===== config.mk =====
export PLATFORM = sky130hd
export DESIGN_NAME = partition_label_table
export DESIGN_NICKNAME = d
export VERILOG_FILES = /design/src/plt_pkg.sv /design/src/partition_label_table.sv /design/src/plt_ram.sv
export SDC_FILE = /design/constraint.sdc
export NUM_CORES = 1
export LEC_CHECK = 0
export BUFFER_PORTS_ARGS = -buffer_cell sky130_fd_sc_hd__buf_4
export CAP_MARGIN = 20
export CELL_PAD_IN_SITES_DETAIL_PLACEMENT = 1
export CELL_PAD_IN_SITES_GLOBAL_PLACEMENT = 2
export CORE_MARGIN = 2
export CORE_UTILIZATION = 37
export CTS_CLUSTER_DIAMETER = 150
export DETAILED_ROUTE_END_ITERATION = 12
export MAX_ROUTING_LAYER = met4
export PLACE_DENSITY_LB_ADDON = 0.1
export SLEW_MARGIN = 20
export SYNTH_ARGS = -nofsm -noshare
export SYNTH_HDL_FRONTEND = slang
export SYNTH_SLANG_ARGS = --single-unit
export TNS_END_PERCENT = 30

===== constraint.sdc =====
create_clock -name clk -period 6.9 [get_ports clk]
set_input_delay 1.38 -clock clk [delete_from_list [all_inputs] [get_ports clk]]
set_output_delay 1.38 -clock clk [all_outputs]
set_load 0.03 [all_outputs]

===== src/plt_pkg.sv =====
// plt_pkg: shared widths, codes and helpers for the partition label table
// no dependencies; used by partition_label_table and plt_ram
`default_nettype none

package plt_pkg;

  localparam int MAX_DIMS_DEFAULT = 32;
  localparam int LABEL_W          = 5;
  localparam int MASK_W           = 32;
  localparam int DIMS_W           = 6;
  localparam int CFG_IDX_W        = 2;

  // operation codes
  localparam logic [1:0] OP_QUERY = 2'd0;
  localparam logic [1:0] OP_MERGE = 2'd1;
  localparam logic [1:0] OP_SPLIT = 2'd2;

  // status codes
  localparam logic [1:0] ST_OK        = 2'd0;
  localparam logic [1:0] ST_SAME      = 2'd1;
  localparam logic [1:0] ST_BAD_SPLIT = 2'd2;
  localparam logic [1:0] ST_RANGE     = 2'd3;

  // configuration register indexes
  localparam logic [CFG_IDX_W-1:0] CFG_DIMS = 2'd0;
  localparam logic [CFG_IDX_W-1:0] CFG_INIT = 2'd1;

  // position of the lowest set bit, zero for an empty mask
  function automatic logic [LABEL_W-1:0] lowest_bit(input logic [MASK_W-1:0] m);
    logic [LABEL_W-1:0] pos;
    pos = '0;
    for (int i = MASK_W - 1; i >= 0; i--) begin
      if (m[i]) pos = LABEL_W'(i);
    end
    return pos;
  endfunction

endpackage

`default_nettype wire


===== src/partition_label_table.sv =====
// partition_label_table: label table partition keeper with merge and split
// depends on plt_pkg and plt_ram
//
//   channel | signals                      | transfer when
//   in      | in_valid/in_ready, op..masks | in_valid && in_ready
//   out     | out_valid/out_ready, results | out_valid && out_ready
//   cfg     | cfg_valid/cfg_ready, idx/dat | cfg_valid && cfg_ready
//
// an item runs a lookup of three entries, then one read-modify-write pass over the
// active entries of the table memory; a split with well-formed masks adds a check pass
// reset and every write to CFG_DIMS or CFG_INIT start a fill pass over all MAX_DIMS entries, no input taken
// the result sits in an output register; the next item is taken while it waits
// a finished item stalls in its last state only while the output register is full
`default_nettype none

module partition_label_table #(
  parameter int MAX_DIMS = plt_pkg::MAX_DIMS_DEFAULT
) (
  input  wire logic                              clk,
  input  wire logic                              rst,
  input  wire logic                              in_valid,
  output logic                                   in_ready,
  input  wire logic [1:0]                        op,
  input  wire logic [plt_pkg::LABEL_W-1:0]       dim_a,
  input  wire logic [plt_pkg::LABEL_W-1:0]       dim_b,
  input  wire logic [plt_pkg::LABEL_W-1:0]       label_query,
  input  wire logic [plt_pkg::MASK_W-1:0]        mask_first,
  input  wire logic [plt_pkg::MASK_W-1:0]        mask_second,
  output logic                                   out_valid,
  input  wire logic                              out_ready,
  output logic      [plt_pkg::LABEL_W-1:0]       label_a,
  output logic      [plt_pkg::LABEL_W-1:0]       label_b,
  output logic                                   same_group,
  output logic      [plt_pkg::MASK_W-1:0]        members_mask,
  output logic      [plt_pkg::MASK_W-1:0]        labels_in_use,
  output logic      [1:0]                        status,
  input  wire logic                              cfg_valid,
  output logic                                   cfg_ready,
  input  wire logic [plt_pkg::CFG_IDX_W-1:0]     cfg_index,
  input  wire logic [plt_pkg::DIMS_W-1:0]        cfg_data
);

  localparam int IDX_W      = $clog2(MAX_DIMS);
  localparam int ACTIVE_CAP = (MAX_DIMS < 32) ? MAX_DIMS : 32;
  localparam int LW         = plt_pkg::LABEL_W;
  localparam int MW         = plt_pkg::MASK_W;
  localparam int DW         = plt_pkg::DIMS_W;

  typedef enum logic [2:0] {
    S_FILL, S_IDLE, S_LOOK, S_CHECK, S_PASS, S_FINISH
  } state_t;

  state_t           state;
  logic [DW-1:0]    dims_in_use;
  logic             init_singletons;
  logic [IDX_W-1:0] fill_idx;
  logic [1:0]       lk;
  logic [DW-1:0]    scan;
  logic             dv;
  logic [LW-1:0]    pos;

  // latched item
  logic [1:0]       r_op;
  logic [LW-1:0]    r_a, r_b, r_q;
  logic [MW-1:0]    r_m1, r_m2;
  logic [LW-1:0]    l1, l2;
  logic             a_ok, b_ok, pre_ok;

  // lookup results and pass control
  logic [LW-1:0]    la_old, lb_old, lc_old;
  logic             do_merge, do_split, mismatch;
  logic [LW-1:0]    keep, drop;
  logic [LW-1:0]    cap_la, cap_lb;
  logic [MW-1:0]    acc_members, acc_used;
  logic [1:0]       st;

  // ram ports
  logic             ram_we, ram_re;
  logic [IDX_W-1:0] ram_waddr, ram_raddr;
  logic [LW-1:0]    ram_wdata, ram_rdata;
  logic [LW-1:0]    new_val;

  // active count and mask
  logic [DW-1:0]    n_act;
  logic [MW-1:0]    act_mask;
  logic [MW-1:0]    split_union;
  logic             in_xfer, cfg_xfer, cfg_hit, scan_more, pass_end;

  // nothing is taken while reset is held
  assign in_ready  = (state == S_IDLE) && !rst;
  assign cfg_ready = !rst;
  assign in_xfer   = in_valid && in_ready;
  assign cfg_xfer  = cfg_valid && cfg_ready;
  assign cfg_hit   = (cfg_index == plt_pkg::CFG_DIMS) || (cfg_index == plt_pkg::CFG_INIT);

  always_comb begin
    if (dims_in_use == '0) begin
      n_act = DW'(1);
    end else if (dims_in_use > DW'(ACTIVE_CAP)) begin
      n_act = DW'(ACTIVE_CAP);
    end else begin
      n_act = dims_in_use;
    end
    if (n_act >= DW'(MW)) begin
      act_mask = '1;
    end else begin
      act_mask = (MW'(1) << n_act) - MW'(1);
    end
  end

  assign split_union = r_m1 | r_m2;
  assign scan_more   = (scan < n_act);
  assign pass_end    = !scan_more && !dv;

  // relabel of the entry coming out of the memory
  always_comb begin
    if (do_merge && (ram_rdata == drop)) begin
      new_val = keep;
    end else if (do_split && r_m1[pos]) begin
      new_val = l1;
    end else if (do_split && r_m2[pos]) begin
      new_val = l2;
    end else begin
      new_val = ram_rdata;
    end
  end

  // memory access per state
  always_comb begin
    ram_we    = 1'b0;
    ram_waddr = IDX_W'(pos);
    ram_wdata = new_val;
    ram_re    = 1'b0;
    ram_raddr = IDX_W'(scan);
    case (state)
      S_FILL: begin
        ram_we    = 1'b1;
        ram_waddr = fill_idx;
        ram_wdata = init_singletons ? LW'(fill_idx) : '0;
      end
      S_LOOK: begin
        ram_re = (lk != 2'd3);
        case (lk)
          2'd0:    ram_raddr = a_ok ? IDX_W'(r_a) : '0;
          2'd1:    ram_raddr = b_ok ? IDX_W'(r_b) : '0;
          default: ram_raddr = pre_ok ? IDX_W'(l1) : '0;
        endcase
      end
      S_CHECK: begin
        ram_re = scan_more;
      end
      S_PASS: begin
        ram_re = scan_more;
        ram_we = dv && (do_merge || do_split);
      end
      default: begin
        ram_re = 1'b0;
      end
    endcase
  end

  plt_ram #(
    .DEPTH  (MAX_DIMS),
    .ADDR_W (IDX_W),
    .DATA_W (LW)
  ) u_ram (
    .clk   (clk),
    .we    (ram_we),
    .waddr (ram_waddr),
    .wdata (ram_wdata),
    .re    (ram_re),
    .raddr (ram_raddr),
    .rdata (ram_rdata)
  );

  // item payload, no reset needed
  always_ff @(posedge clk) begin
    if (in_xfer) begin
      r_op   <= op;
      r_a    <= dim_a;
      r_b    <= dim_b;
      r_q    <= label_query;
      r_m1   <= mask_first;
      r_m2   <= mask_second;
      l1     <= plt_pkg::lowest_bit(mask_first);
      l2     <= plt_pkg::lowest_bit(mask_second);
      a_ok   <= {1'b0, dim_a} < n_act;
      b_ok   <= {1'b0, dim_b} < n_act;
      pre_ok <= (mask_first != '0) && (mask_second != '0) &&
                ((mask_first & mask_second) == '0) &&
                ((mask_first & ~act_mask) == '0) && ((mask_second & ~act_mask) == '0);
    end
  end

  // sequencer, config registers and output register
  always_ff @(posedge clk) begin
    if (rst) begin
      state           <= S_FILL;
      dims_in_use     <= DW'(32);
      init_singletons <= 1'b1;
      fill_idx        <= '0;
      out_valid       <= 1'b0;
      dv              <= 1'b0;
    end else begin
      if (out_valid && out_ready) begin
        out_valid <= 1'b0;
      end
      case (state)
        S_FILL: begin
          fill_idx <= fill_idx + IDX_W'(1);
          if (fill_idx == IDX_W'(MAX_DIMS - 1)) begin
            state <= S_IDLE;
          end
        end
        S_IDLE: begin
          if (in_xfer) begin
            state <= S_LOOK;
            lk    <= 2'd0;
          end
        end
        S_LOOK: begin
          lk <= lk + 2'd1;
          if (lk == 2'd1) la_old <= ram_rdata;
          if (lk == 2'd2) lb_old <= ram_rdata;
          if (lk == 2'd3) begin
            lc_old      <= ram_rdata;
            scan        <= '0;
            dv          <= 1'b0;
            mismatch    <= 1'b0;
            do_merge    <= 1'b0;
            do_split    <= 1'b0;
            keep        <= (la_old < lb_old) ? la_old : lb_old;
            drop        <= (la_old < lb_old) ? lb_old : la_old;
            cap_la      <= '0;
            cap_lb      <= '0;
            acc_members <= '0;
            acc_used    <= '0;
            st          <= plt_pkg::ST_OK;
            if (r_op == plt_pkg::OP_SPLIT) begin
              if (pre_ok) begin
                state <= S_CHECK;
              end else begin
                st    <= plt_pkg::ST_BAD_SPLIT;
                state <= S_PASS;
              end
            end else if (!a_ok || !b_ok) begin
              st    <= plt_pkg::ST_RANGE;
              state <= S_PASS;
            end else if (r_op == plt_pkg::OP_MERGE) begin
              if (la_old == lb_old) begin
                st <= plt_pkg::ST_SAME;
              end else begin
                do_merge <= 1'b1;
              end
              state <= S_PASS;
            end else begin
              state <= S_PASS;
            end
          end
        end
        S_CHECK: begin
          // the split must cover exactly the group of the lowest first-part member
          dv  <= scan_more;
          pos <= LW'(scan);
          if (scan_more) scan <= scan + DW'(1);
          if (dv && (split_union[pos] != (ram_rdata == lc_old))) begin
            mismatch <= 1'b1;
          end
          if (pass_end) begin
            scan <= '0;
            if (mismatch) begin
              st <= plt_pkg::ST_BAD_SPLIT;
            end else begin
              do_split <= 1'b1;
            end
            state <= S_PASS;
          end
        end
        S_PASS: begin
          // relabel, write back, and gather results from the new labels
          dv  <= scan_more;
          pos <= LW'(scan);
          if (scan_more) scan <= scan + DW'(1);
          if (dv) begin
            if (pos == r_a) cap_la <= new_val;
            if (pos == r_b) cap_lb <= new_val;
            acc_members[pos]  <= (new_val == r_q);
            acc_used[new_val] <= 1'b1;
          end
          if (pass_end) begin
            state <= S_FINISH;
          end
        end
        S_FINISH: begin
          if (!out_valid || out_ready) begin
            out_valid     <= 1'b1;
            label_a       <= a_ok ? cap_la : '0;
            label_b       <= b_ok ? cap_lb : '0;
            same_group    <= a_ok && b_ok && (cap_la == cap_lb);
            members_mask  <= acc_members;
            labels_in_use <= acc_used;
            status        <= st;
            state         <= S_IDLE;
          end
        end
        default: begin
          state <= S_IDLE;
        end
      endcase
      // a write to CFG_DIMS or CFG_INIT re-initializes the table
      if (cfg_xfer) begin
        if (cfg_index == plt_pkg::CFG_DIMS) dims_in_use <= cfg_data;
        if (cfg_index == plt_pkg::CFG_INIT) init_singletons <= cfg_data[0];
        if (cfg_hit) begin
          state    <= S_FILL;
          fill_idx <= '0;
        end
      end
    end
  end

  // checks
  a_no_input_in_fill: assert property (@(posedge clk) disable iff (rst)
    (state == S_FILL) |-> !in_ready)
    else $error("input taken during table fill");

  a_write_only_when_owned: assert property (@(posedge clk) disable iff (rst)
    ram_we |-> (state == S_FILL || state == S_PASS))
    else $error("table written outside fill or relabel pass");

  a_same_group_labels: assert property (@(posedge clk) disable iff (rst)
    (out_valid && same_group) |-> (label_a == label_b))
    else $error("same group reported with different labels");

  a_range_label_zero: assert property (@(posedge clk) disable iff (rst)
    (out_valid && status == plt_pkg::ST_RANGE) |-> (label_a == '0 || label_b == '0))
    else $error("range status without an inactive dimension");

endmodule

`default_nettype wire


===== src/plt_ram.sv =====
// plt_ram: label table storage, one write port and one registered read port
// depends on plt_pkg for the default label width
`default_nettype none

module plt_ram #(
  parameter int DEPTH  = plt_pkg::MAX_DIMS_DEFAULT,
  parameter int ADDR_W = $clog2(DEPTH),
  parameter int DATA_W = plt_pkg::LABEL_W
) (
  input  wire logic              clk,
  input  wire logic              we,
  input  wire logic [ADDR_W-1:0] waddr,
  input  wire logic [DATA_W-1:0] wdata,
  input  wire logic              re,
  input  wire logic [ADDR_W-1:0] raddr,
  output logic      [DATA_W-1:0] rdata
);

  logic [DATA_W-1:0] mem [DEPTH];

  // write port
  always_ff @(posedge clk) begin
    if (we) begin
      mem[waddr] <= wdata;
    end
  end

  // read port, registered
  always_ff @(posedge clk) begin
    if (re) begin
      rdata <= mem[raddr];
    end
  end

endmodule

`default_nettype wire

==> results by group, run 1 <==
Timing
  – Worst-Margin Slew: 1.22 ns
  – Final hold slack: 0.440 ns
  – Fmax achieved: roughly 230 MHz
  – Final setup viols: 0
  – Setup tns final: 0 ns
  – Setup Skew: 0.0188 ns
  – Rel. slew slack: 17.5%
  – Fin crit share: 63.1%
  – Final Critical Period: approximately 4.4 ns
  – RSZ-0062 raised after global routing: false
  – Fin. max-slew vios: 0
  – Final worst slack: 2.55 ns
  – Final hold violation count: 0

Floorplan
  – Die outline height: 246 um
  – Initial core utilization: 37.5%
  – Core Box Area: between 0.05 and 0.06 mm^2
  – I/O pins: between 150 and 200
  – Die area: 0.0606 mm^2
  – FP Rows: 88
  – Die X: 246 um

Clocking
  – Num CTS Buffers: 51
  – Skew-Pair Late Insertion Delay: between 0.5 and 0.6 ns
  – Root Driver: clkbuf_16
  – Reg clk slew, reported paths: 0.07 ns
  – PostCTS Resize Cnt: 0
  – CTS Hold Bufs: 0
  – Postcts setup bufs: 0
  – CTS H-tree depth: 2
  – Clock buffer depth: 3
  – CTS tree: done
  – Sink Count: between 400 and 500

Synth
  – Synthesis-stage register bit count: 470
  – Post-Syn Area: approximately 0.022 mm^2
  – Syn. warnings: 0
  – Synth unique cells: 80
  – Syn Inst Count: 1581
  – Asr flop ratio synth: 0%
  – Synthesized area per cell: 13.7 um^2
  – Synthesized Nets: 1701
  – Number of synthesized flops with an enable pin: 453
  – Most used DFF post-synth: edfxtp_1
  – Sequential area share after synthesis: between 60% and 70%

Pwr
  – Power density cells: 239 mW/mm^2
  – Pleak: 8.66 nW
  – VDD IR max: 0.000160 V

Global routing
  – Global Route Usage Sum: 22.1%
  – GRT met3 Usage: 3.37%
  – Layer with the highest usage: met2
  – Number of global-route vias before repair: 14800
  – First-pass GRT wire length: between 90000 and 100000 um
  – Met2 global-route usage: 32.6%
  – Largest net degree at the start of global routing: 88
  – Initial antenna violation count: 2
  – Grt ovf: 0
  – Met1 GRT Util: 31.8%

Routing
  – Mean number of vias per cell: 5.60
  – WL/cell: 25.3 um
  – TritonRoute pass-1 iters: 5
  – Vias post-DR: between 10000 and 15000
  – Drt first-iter violations: around 1200
  – Final ANT Viol Nets: 0
  – Final wirelength: between 60000 and 70000 um
  – DRC viols: 0

Setup path
  – Critical Path Start Type: register
  – Arrival time at the worst endpoint: 4.69 ns
  – Peak fanout along the critical path: 27
  – Crit. End Element: register
  – Worst Path Required: 7.24 ns
  – Worst Path Class, Setup: register to register

Worst hold path
  – Hold Crit Class: register to register

Finish
  – Layout cells sized above 1: 21.0%
  – Final instance area: 0.0255 mm^2
  – P&R area growth vs syn: 17.7%
  – Final #Nets: 1871
  – Layout Utilization: 44.1%
  – Filler instances: 5920

Placement
  – Placed Area: 0.0238 mm^2
  – Hpwl dp: 46400 um
  – Placer Congestion: 0.870
  – Quantity of I/O buffers inserted on ports: 173
  – Pre-CTS setup slack: 2.45 ns

Run
  – Maxcap violations: 0

Run status
  – Status: finished clean
==> path summary, 6_finish.rpt <==
check / slack (ns) / cells after the start / startpoint / end
setup / recovery: 2.55 / 12 / dims_in_use[4] / pre_ok
setup reg to reg: 2.55 / 12 / dims_in_use[4] / pre_ok
hold reg to reg: 0.44 / 0 / st[0] / status[0]
hold / removal: 0.44 / 0 / st[0] / status[0]
==> metrics by stage <==
| step | instances | total power [mW] |
|---|---|---|
| after CTS | 2558 | 6.16 |
| after global placement | 2462 | 3.41 |
| after floorplan | 1581 | 3.27 |
| after detailed placement | 2462 | 3.41 |
| after global routing | 2559 | 6.29 |
| final | 2560 | 6.10 |
==> synth_stat cells (all sizes together), types with 25 or more instances <==
cell type / n / share of area (%)
buf: 29 / 0.88
nor2: 144 / 2.5
ha: 26 / 1.5
nor3: 45 / 1.1
mux2i: 51 / 2.4
o21ai: 99 / 2.4
mux4: 40 / 4.2
o22ai: 25 / 0.87
a21oi: 69 / 1.6
inv: 39 / 0.68
nand3: 31 / 0.72
edfxtp: 453 / 63
nand2: 76 / 1.3
a22o: 29 / 1.2
o211ai: 31 / 1.1
xor2: 31 / 1.3
clkbuf: 45 / 0.78
==> registers in the layout, summed over array words and instances (netlist names), 6 cells and up <==
name	cells
dims_in_use	6
acc_used	32
r_m2	32
acc_members	32
labels_in_use	32
u_ram.mem	160
scan	6
members_mask	32
r_m1	32
==> cells by family (layout without fill, tap and decap cells) <==
family                   count (synthesis)  in the layout  share of synthesized area, %
XOR/XNOR                                45             45                          1.90
AO/OA/AOI/OAI                          377            377                          12.0
flip-flops                             470            470                          64.3
multiplexers                           112            112                          7.60
buffers and inverters                  116            329                          2.38
other                                    1              2                        0.0173
AND/OR/NAND/NOR                        434            434                          10.3
adder cells (fa/ha/maj)                 26             26                          1.50
==> critical path, cell delays in order (launching register included) <==
cell,delay (ns)
dfxtp_1,1.04
inv_1,0.47
nand3_1,0.26
or3_1,0.13
ha_1,0.36
o41ai_2,0.15
buf_4,0.23
o21bai_1,0.24
o21ai_0,0.23
a21oi_1,0.09
nor4_1,0.35
a31oi_1,0.15
a2111oi_0,0.40
==> routing by layer <==
| layer | up-vias | share of wire [%] |
|---|---|---|
| li1 | 6575 | - |
| met1 | 7269 | 48 |
| met2 | 411 | 45 |
| met3 | 89 | 5.1 |
| met4 | 0 | 2.2 |
| met5 | - | 0 |
==> power by group <==
part	switching (mW)	internal (mW)
combinational	0.149	0.0808
sequential	0.0114	3.11
clock	1.14	1.61
==> area by class of cell <==
| cell class | instances | area [um^2] | share of cell area (%) |
|---|---|---|---|
| timing repair buffer | 191 | 1450 | 5.68 |
| tap | 765 | 957 | 3.75 |
| clock inverter | 30 | 308 | 1.21 |
| inverter | 42 | 159 | 0.623 |
| sequential | 470 | 13900 | 54.6 |
| multi-input combinational | 995 | 7320 | 28.7 |
| clock buffer | 66 | 1380 | 5.39 |
| antenna | 1 | 2.50 | 0.00981 |
==> placed cells by master, fill, tap and decap left out, types with 12 or more instances in the layout <==
cell type	netlist	final
edfxtp_1	453	453
buf_4	0	189
nor2_1	144	142
nand2_1	76	76
a21oi_1	68	65
o21ai_0	68	63
clkbuf_16	0	53
mux2i_1	51	51
nor3_1	44	43
mux4_2	40	40
inv_1	39	37
nand3_1	31	31
o211ai_1	31	31
xor2_1	30	30
a22o_1	29	29
ha_1	26	26
o21ai_1	23	23
mux2_2	21	21
o22ai_1	20	20
nor4_1	19	19
and2_1	19	19
dfxtp_1	17	17
a211oi_1	15	15
nand4_1	15	15
nand2b_1	14	14
xnor2_1	14	14
nor3b_1	13	13
a22oi_1	13	13
clkbuf_1	45	13
and3_1	12	12
a31oi_1	12	12
(Power assumes the default switching activity.)
==> run 2: changes to the inputs <==
Clock period 6.9 ns to 3.56 ns, I/O delays scaled along.
==> run 2 against run 1 <==
Net effect: clock-buffer cell count down 3; combinational power rose by 110%; first-iteration DRC count down 15%; die area is the same; final cell count up 3.4%; sequential cell count did not move; critical path depth decreased by 2; register-to-register slack got worse by 2.4 ns; hold slack got worse by 0.14 ns; sequential share of layout area shrank 1.8 points.
==> results by group, run 2 (same netlist as run 1, synthesis figures left out) <==
Run status
  – Status: finished clean

Setup path
  – Worst Path Class, Setup: register to register
  – Crit. End Element: register
  – Arrival time at the worst endpoint: 3.78 ns
  – Peak fanout along the critical path: 10
  – Worst Path Required: 3.91 ns
  – Flop-to-flop setup slack: 0.13 ns
  – Critical Path Start Type: register

Worst hold path
  – Hold Crit Class: primary input to register

Global routing
  – Met1 GRT Util: 31.5%
  – Met2 global-route usage: 35.1%
  – Largest net degree at the start of global routing: 78
  – Number of global-route vias before repair: 15400
  – Global Route Usage Sum: roughly 22%
  – Grt ovf: 0
  – Initial antenna violation count: 0
  – Layer with the highest usage: met2
  – First-pass GRT wire length: roughly 99000 um
  – GRT met3 Usage: 3.06%

Finish
  – Filler instances: 5851
  – Max reg flops: 160
  – Antenna fix cells: 0
  – Commonest non-fill, non-tap cells in the layout: edfxtp_1 (453), buf_4 (267), nor2_1 (141)
  – Most flop-heavy register: u_ram.mem
  – Most common cell after layout, fill and taps aside: edfxtp_1
  – Storage cell area: 0.0139 mm^2
  – Final #Nets: 1961
  – P&R area growth vs syn: 21.7%
  – Layout cells sized above 1: about a quarter
  – Multi-input gate area: 0.00734 mm^2

Routing
  – WL/cell: 24.8 um
  – Drt first-iter violations: between 1000 and 1500
  – Vias post-DR: 14700
  – Final ANT Viol Nets: 0
  – Mean number of vias per cell: about 5.6
  – TritonRoute pass-1 iters: 6
  – DRC viols: 0
  – Final wirelength: between 60000 and 70000 um

Clocking
  – CTS H-tree depth: 2
  – Clock buffer depth: 3
  – Num CTS Buffers: 50
  – Reg clk slew, reported paths: 0.06 ns
  – CTS tree: done
  – Sink Count: 470
  – Skew-Pair Late Insertion Delay: 0.60 ns
  – Root Driver: clkbuf_16

Placement
  – Placer Congestion: roughly 0.95
  – Pre-CTS setup slack: -0.0508 ns
  – Hpwl dp: 48200 um
  – Quantity of I/O buffers inserted on ports: between 150 and 200

Timing
  – Fin crit share: a little over nine tenths
  – Worst-Margin Slew: ~0.93 ns
  – Rel. slew slack: 36.0%
  – Final hold violation count: 0
  – Fmax achieved: 291 MHz
  – Final hold slack: ~0.30 ns
  – Setup Skew: ~0.026 ns
  – Final setup viols: 0
  – Final Critical Period: 3.43 ns
  – Final worst slack: 0.129 ns
  – RSZ-0062 raised after global routing: true
  – Fin. max-slew vios: 0

Pwr
  – Power density cells: about 450 mW/mm^2
  – Tot Pwr: 11.9 mW
  – Internal: roughly 9.4 mW
  – VDD IR max: approximately 0.00032 V
  – Pleak: 9.15 nW
  – Sequential Power Share: 50.8%
  – Clock power frac: 45.2%
  – Comb pwr share: 4.0%
  – Switching Fraction: 20.8%
  – Psw: 2.48 mW

Floorplan
  – Die outline height: 246 um
  – Die area: 0.0606 mm^2
  – Initial core utilization: roughly 38%
  – Die X: 246 um
  – I/O pins: 174
  – FP Rows: 88
  – Core Box Area: 0.0578 mm^2

Run
  – Maxcap violations: 0
==> run 2: final timing paths <==
path | from | to | cells past startpoint
setup reg to reg | pos[2] | acc_used[15] | 10
hold / removal | label_query[2] | r_q[2] | 1
hold reg to reg | st[1] | status[1] | 0
setup / recovery | pos[2] | acc_used[15] | 10
==> run 2: critical path: stages, from the launching register on <==
cell and delay [ns]:
edfxtp_1 0.53, or3b_1 0.52, o22ai_1 0.30, nor4_4 0.08
o22ai_2 0.34, mux2_2 0.39, o21ai_1 0.17, a21boi_4 0.34
nor3_2 0.06, buf_4 0.20, a32o_1 0.27
==> run 2: power groups by stage <==
stage | Combinational, mW | Clock (mW) | Sequential, mW
final | 0.479 | 5.38 | 6.05
after global routing | 0.515 | 5.71 | 6.04
after CTS | 0.477 | 5.51 | 6.05
after detailed placement | 0.475 | 0 | 6.16
after global placement | 0.470 | 0 | 6.16
after floorplan | 0.179 | 0 | 6.16
==> run 2: area by class of cell <==
cell class                      instances  share of cell area, %
Sequential cell                       470                   52.8
Multi-Input combinational cell        995                   27.8
Timing Repair Buffer                  282                   8.73
Clock buffer                           63                   5.00
Tap cell                              765                   3.63
Clock inverter                         29                   1.40
Inverter                               42                  0.611
==> run 2: repair_timing <==
| item | in CTS | in global routing |
|---|---|---|
| hold buffers | 0 | 0 |
| buffers inserted | 0 | 3 |
| pin swaps | 0 | 1 |
| resized for setup | 1 | 8 |
| endpoints found under the setup margin | 6 | 141 |
==> run 2: metal layers <==
metal | vias to the layer above | part of all wire (%)
met3 | 74 | 5.2
met2 | 400 | 47
li1 | 6755 | -
met1 | 7480 | 47
met5 | - | 0
met4 | 0 | 1.5
==> run 2: stage by stage <==
stage	utilization (%)	cell area, um^2	TNS [ns]	std cells
final	45.7	26400	0	2646
after global routing	45.7	26400	-0.109	2646
after CTS	45.6	26300	0	2643
after detailed placement	42.6	24600	-0.172	2551
after global placement	42.6	24600	0	2551
after floorplan	-	21700	-40.43	1581
